`config.mk`:
```
export PLATFORM = sky130hd
export DESIGN_NAME = ntt_mulmod
export DESIGN_NICKNAME = d
export VERILOG_FILES = /design/src/rtl/core/ntt_pkg.sv /design/src/rtl/core/ntt_mulmod.sv
export SDC_FILE = /design/constraint.sdc
export NUM_CORES = 2
export LEC_CHECK = 0
export BUFFER_PORTS_ARGS = -buffer_cell sky130_fd_sc_hd__buf_4
export CAP_MARGIN = 20
export CELL_PAD_IN_SITES_DETAIL_PLACEMENT = 1
export CELL_PAD_IN_SITES_GLOBAL_PLACEMENT = 2
export CORE_AREA = 2 2 386 388
export CTS_BUF_LIST = sky130_fd_sc_hd__clkbuf_8
export DETAILED_ROUTE_END_ITERATION = 6
export DIE_AREA = 0 0 388 390
export GPL_TIMING_DRIVEN = 0
export PLACE_DENSITY_LB_ADDON = 0.1
export SLEW_MARGIN = 25
export SYNTH_ARGS = -nofsm -noshare
export SYNTH_HDL_FRONTEND = slang
export SYNTH_SLANG_ARGS = --single-unit
```
`constraint.sdc`:
```
create_clock -name clk -period 29.2 [get_ports clk]
set_clock_uncertainty 0.05 [all_clocks]
set_input_delay 8.76 -clock clk [delete_from_list [all_inputs] [get_ports clk]]
set_output_delay 8.76 -clock clk [all_outputs]
set_load 0.02 [all_outputs]
```
`src/rtl/core/ntt_pkg.sv`:
```
`timescale 1ns / 1ps
// ----------------------------------------------------------------------------
// ntt_pkg
// Shared constants and types of the NTT block.
// ----------------------------------------------------------------------------
package ntt_pkg;

	localparam logic [29:0] PRIME = 30'd998244353;

	localparam int CFG_INVERSE    = 0;
	localparam int CFG_LOG_LENGTH = 1;

	typedef enum logic [2:0] {
		ST_LOAD,
		ST_BREV,
		ST_BFLY,
		ST_SCALE,
		ST_EMIT
	} state_t;

	// Forward twiddle roots 3^((p-1)/2^s) for s = 1..12; indexed by s.
	function automatic logic [29:0] root_fwd(input logic [3:0] s);
		case (s)
			4'd1:    root_fwd = 30'd998244352;
			4'd2:    root_fwd = 30'd911660635;
			4'd3:    root_fwd = 30'd372528824;
			4'd4:    root_fwd = 30'd929031873;
			4'd5:    root_fwd = 30'd452798380;
			4'd6:    root_fwd = 30'd922799308;
			4'd7:    root_fwd = 30'd781712469;
			4'd8:    root_fwd = 30'd476477967;
			4'd9:    root_fwd = 30'd166035806;
			4'd10:   root_fwd = 30'd258648936;
			4'd11:   root_fwd = 30'd584193783;
			4'd12:   root_fwd = 30'd63912897;
			default: root_fwd = 30'd1;
		endcase
	endfunction

	function automatic logic [29:0] root_inv(input logic [3:0] s);
		case (s)
			4'd1:    root_inv = 30'd998244352;
			4'd2:    root_inv = 30'd86583718;
			4'd3:    root_inv = 30'd509520358;
			4'd4:    root_inv = 30'd337190230;
			4'd5:    root_inv = 30'd87557064;
			4'd6:    root_inv = 30'd609441965;
			4'd7:    root_inv = 30'd135236158;
			4'd8:    root_inv = 30'd304459705;
			4'd9:    root_inv = 30'd685443576;
			4'd10:   root_inv = 30'd381598368;
			4'd11:   root_inv = 30'd335559352;
			4'd12:   root_inv = 30'd129292727;
			default: root_inv = 30'd1;
		endcase
	endfunction

	// n^-1 mod p for n = 2^lg
	function automatic logic [29:0] len_inv(input logic [3:0] lg);
		case (lg)
			4'd1:    len_inv = 30'd499122177;
			4'd2:    len_inv = 30'd748683265;
			4'd3:    len_inv = 30'd873463809;
			4'd4:    len_inv = 30'd935854081;
			4'd5:    len_inv = 30'd967049217;
			4'd6:    len_inv = 30'd982646785;
			4'd7:    len_inv = 30'd990445569;
			4'd8:    len_inv = 30'd994344961;
			4'd9:    len_inv = 30'd996294657;
			4'd10:   len_inv = 30'd997269505;
			4'd11:   len_inv = 30'd997756929;
			4'd12:   len_inv = 30'd998000641;
			default: len_inv = 30'd1;
		endcase
	endfunction

endpackage

```
`src/rtl/core/ntt_mulmod.sv`:
```
`timescale 1ns / 1ps
// ----------------------------------------------------------------------------
// ntt_mulmod
// Pipelined a*b mod p, Barrett reduction of the 60-bit product.
// ----------------------------------------------------------------------------
module ntt_mulmod (
	input  logic        clk,
	input  logic [29:0] a,
	input  logic [29:0] b,
	output logic [29:0] p
);
	// floor(2^60 / p)
	localparam logic [30:0] MU = 31'd1154949187;

	logic [59:0] prod_s1;
	logic [61:0] q_s2;
	logic [31:0] x_lo_s2;
	logic [31:0] r_s3;
	logic [29:0] r_s4;
	logic [31:0] qp;
	logic [31:0] r1;

	always_ff @(posedge clk) begin
		prod_s1 <= 60'(a) * 60'(b);
	end

	// quotient estimate from the top 31 product bits
	always_ff @(posedge clk) begin
		q_s2 <= 62'(prod_s1[59:29]) * 62'(MU);
		x_lo_s2 <= prod_s1[31:0];
	end

	// remainder is below 3p, so the low 32 bits are exact
	assign qp = 32'(q_s2[61:31]) * 32'(ntt_pkg::PRIME);

	always_ff @(posedge clk) begin
		r_s3 <= x_lo_s2 - qp;
	end

	assign r1 = (r_s3 >= 32'(ntt_pkg::PRIME)) ? r_s3 - 32'(ntt_pkg::PRIME) : r_s3;

	always_ff @(posedge clk) begin
		r_s4 <= (r1 >= 32'(ntt_pkg::PRIME)) ? 30'(r1 - 32'(ntt_pkg::PRIME)) : r1[29:0];
	end

	assign p = r_s4;
endmodule

```
* Word level (Yosys, flattened, before mapping) *
Index checks and enable logic that the tools add are counted.

operators by class
  multipliers = 3
  equality and inequality tests = 0
  divide/modulo/power cells = 0
  add/sub/neg operators = 3
  mux-type cells = 2
  bitwise logic cells = 0
  order comparisons = 2
  shifts and indexed selects = 0
  reductions and logical operators = 0

operator list
  operator                number
  $ge 32x30->1 const B    2
  $mul 31x31->62 const B  1
  $mul 30x30->60          1
  $mul 31x30->32 const B  1
  $mux 32                 1
  $sub 32x30->32 const B  1
  $sub 32x32->32          1
  $mux 30                 1
  $sub 30x30->30 const B  1

word-level totals
  bits in registers = 216
  output and inout bits = 30
  memories kept = 0
  latch bits = 0
  bits in read-only memories = 0
  logic and storage cells = 15
  RAM bits = 0

* Depth between registers and ports, before layout *
  depth in word-level cells = 4
  depth in mapped cells = 31

* Worst setup path after synthesis *
Ideal clock, no wire load.

  path kind = input-to-reg
  from = input a[15]
  to = register prod_s1[58]
  data required time = 29.027 ns
  stages = 27
  setup slack = 13.185 ns
  arrival = 15.842 ns
  cells stage by stage = clkbuf_1 and2_1 fa_1 fa_1 fa_1 inv_1 fa_1 inv_1 fa_1 fa_1 fa_1 inv_1 fa_1 inv_1 ha_1 clkbuf_1 nand4_1 nor4_1 nand4bb_1 and3_1 a2111oi_0 o21ai_0 a21oi_1 o2111ai_1 a21oi_1 a211oi_1 xnor2_1

on the way
  longest elaborated chain between the ends = 1

RTL lines
  what                  line              source
  from (decl)           ntt_mulmod.sv:8   input logic [29:0] a,
  $mul 30x30->60        ntt_mulmod.sv:24  prod_s1 <= 60'(a) * 60'(b);
  to (signal assigned)  ntt_mulmod.sv:24
  to (decl)             ntt_mulmod.sv:15  logic [59:0] prod_s1;

No other way between the ends.

* Final worst setup path *
  from = input a[11]
  to = register prod_s1[55]

Same word-level chain as after synthesis.

==> impl_metrics.tcl <==
set metrics [dict create \
    grt_max_degree 18 \
    layout_worst_path_cycle_share 0.602 \
    cts_resized 0 \
    cts_tree "done" \
    floorplan.die.width_um 388 \
    endpoint_kind "register" \
    dp_wirelength_um 151000 \
    worst_path_max_delay_cell "sky130_fd_sc_hd__a2111oi_0" \
    synth-async-reset-ratio 0 \
    yosys_register_bits 185 \
    synth_ff_type "sky130_fd_sc_hd__dfxtp_1" \
    timing.critical_path.buf_inv 7 \
    fmaxAchievable_ghz 0.0569 \
    via_count 36200 \
    postSynthAreaPerCell_um2 9.44 \
    core_area_mm2 0.147 \
    fp-row-count 141 \
    number_of_global_route_vias_before_repair 40800 \
    drt-initial-drc-count 1554 \
    routed_via_density 4.88 \
    yosys-mux-area-fraction 0.000392 \
    slew-limit-headroom 0.245 \
    yosys.area_share.simple 0.133 \
    startpoint_type "input port" \
    overflow 0 \
    synth_area_in_xor_xnor 0.0284 \
    clock_sink_count 185 \
    combinational_family_with_the_most_area_after_synthesis "adder cells" \
    postSynthNetCount 7299 \
    maximum_clock_insertion_buffer_count 2 \
    cts.reportedPaths.clkPinSlew_ns 0.10 \
    max_slew.worst_pin.slew_ns 1.13 \
    cp_data_arrival_time_ns 18.00 \
    mostFrequentLayoutCell "sky130_fd_sc_hd__inv_1" \
    drtAntennaViolNets 0 \
    clock_tree.root_cell "sky130_fd_sc_hd__clkbuf_8" \
    timing_max_transition_violations_final 0 \
    post_synth_adder_cell_area 0.602 \
    grt_setup_unrepaired "no" \
    holdWs_ns 0.279 \
    yosysSeqAreaShare 0.0724 \
    crit_family "adder cells" \
    synthesis.yosys.warnings 0 \
    clkLatencyLatePin_ns 0.56 \
    synth_edf_count 0 \
    netlist_instances 5416 \
    status "finished clean" \
    area_growth_pct 6.03 \
    port_buffers 30 \
    numCtsBuffers 17 \
    drt-pass1-iter-count 5 \
    worstHoldPathType "register to register" \
    number_of_antenna_violations_at_the_first_check_in_global_routing 13 \
    finalSetupViolations 0 \
    critPathMaxStageDelay_ns 0.77 \
    drive_above_1_share 0.0230 \
    min_period_ns 17.59 \
    max_cap_violations 0 \
    place_congestion 0.885 \
    design.portCount 91 \
    cpMostUsedCell "sky130_fd_sc_hd__fa_1" \
    mostFrequentLayoutCells "sky130_fd_sc_hd__inv_1 (1339), sky130_fd_sc_hd__fa_1 (1061), sky130_fd_sc_hd__ha_1 (761)" \
    worstPathMaxFanout 10 \
    wl_per_cell_um 23.8 \
    global_route_wire_length_before_repair_um 267000 \
    h_tree_depth_reported_by_cts 4 \
    synth-compound-area-share 0.0504 \
    start_util 0.348 \
    design.die.area_mm2 0.151 \
    setup_total_negative_slack_ns 0 \
    synth.lib_cells_used.distinct 83 \
    final-hold-violation-count 0 \
    critPathRequiredTime_ns 29.61 \
    chipHeight_um 390 \
    wirelength_um 177000 \
    finalNetCount 7348 \
    hold_buffers 0 \
    post_synth_instance_area_mm2 0.0511 \
    setup_cp_type "input port to register" \
    drc 0 \
    gr-usage-all-layers 0.240 \
    cts.repair_timing.setup_buffer_count 0 \
]
## logic make-up after synthesis
group	count (synthesis)
adders and majority gates	1823
and+or+nand+nor	1308
buffers and inverters	1537
xor gates and xnor gates	165
AOI/OAI and AO/OA	396
muxes	2
DFF	185
## Yosys cell counts (all sizes together) (10+ instances only)
| cell | number | area, um2 |
|---|---|---|
| inv | 1338 | 5020 |
| fa | 1061 | 21200 |
| ha | 761 | 9520 |
| and2 | 534 | 3340 |
| nand2 | 461 | 1730 |
| clkbuf | 189 | 709 |
| dfxtp | 185 | 3700 |
| a21oi | 121 | 609 |
| xnor2 | 114 | 998 |
| nor2 | 101 | 382 |
| o21ai | 73 | 369 |
| xor2 | 51 | 454 |
| a21o | 49 | 368 |
| nor3 | 36 | 185 |
| nand3 | 30 | 155 |
| nand4 | 26 | 163 |
| o21a | 26 | 196 |
| and3 | 22 | 138 |
| nor2b | 20 | 125 |
| a211oi | 18 | 135 |
| nand2b | 15 | 96.3 |
| o21bai | 15 | 113 |
| and4 | 12 | 109 |
| o31ai | 12 | 95.1 |
| a31oi | 11 | 68.8 |
| or3 | 11 | 68.8 |
| buf | 10 | 77.6 |
| nor4 | 10 | 62.6 |
| o211ai | 10 | 75.1 |
## worst paths after layout
check / start / end / slack [ns] / cells past startpoint
worst min register to register: prod_s1[25] / x_lo_s2[25] / 0.28 / 0
worst max-delay path: a[11] / prod_s1[55] / 11.61 / 28
worst max register to register: prod_s1[41] / q_s2[61] / 20.60 / 26
worst min-delay path: prod_s1[25] / x_lo_s2[25] / 0.28 / 0
## metrics by stage
step	utilization	area, um2	setup WS (ns)	cells
after floorplan	-	51100	13.19	5416
after global placement	0.365	53800	11.00	7376
after detailed placement	0.366	53800	10.95	7376
after CTS	0.368	54200	11.52	7407
after global routing	0.368	54200	11.15	7408
final	0.368	54200	11.61	7413
## worst register-to-register path: cells and delay by family (launching register included)
family	cells	cell delay, ns
AO/OA/AOI/OAI	6	2.22
buffers and inverters	6	0.29
XOR/XNOR	1	0.14
adder cells (fa/ha/maj)	9	4.05
AND/OR/NAND/NOR	4	0.85
flip-flops	1	0.93
## metal layers
metal / track usage / part of all wire
met1: 0.327 / 0.46
met2: 0.416 / 0.49
met3: 0.0218 / 0.033
met5: 0 / 0.000074
met4: 0.0499 / 0.020
## final cells by class
| type | count | area (um2) |
|---|---|---|
| clock inverters | 13 | 140 |
| clock buffers | 18 | 248 |
| repair buffers | 30 | 225 |
| diodes | 6 | 15.0 |
| plain buffers | 199 | 813 |
| inverters | 1338 | 5020 |
| fillers | 17000 | 92900 |
| well taps | 1930 | 2410 |
| flip-flops and latches | 185 | 3710 |
| multi-input cells | 3694 | 41600 |
## sequential cells by signal, indices dropped and copies added (netlist names)
register and flops:
p 30, prod_s1 60, q_s2 31, r_s3 32
x_lo_s2 32
Power is left out: the tool's default activity adds up to more than one toggle a clock period on the data nets, which glitch-free logic cannot reach.
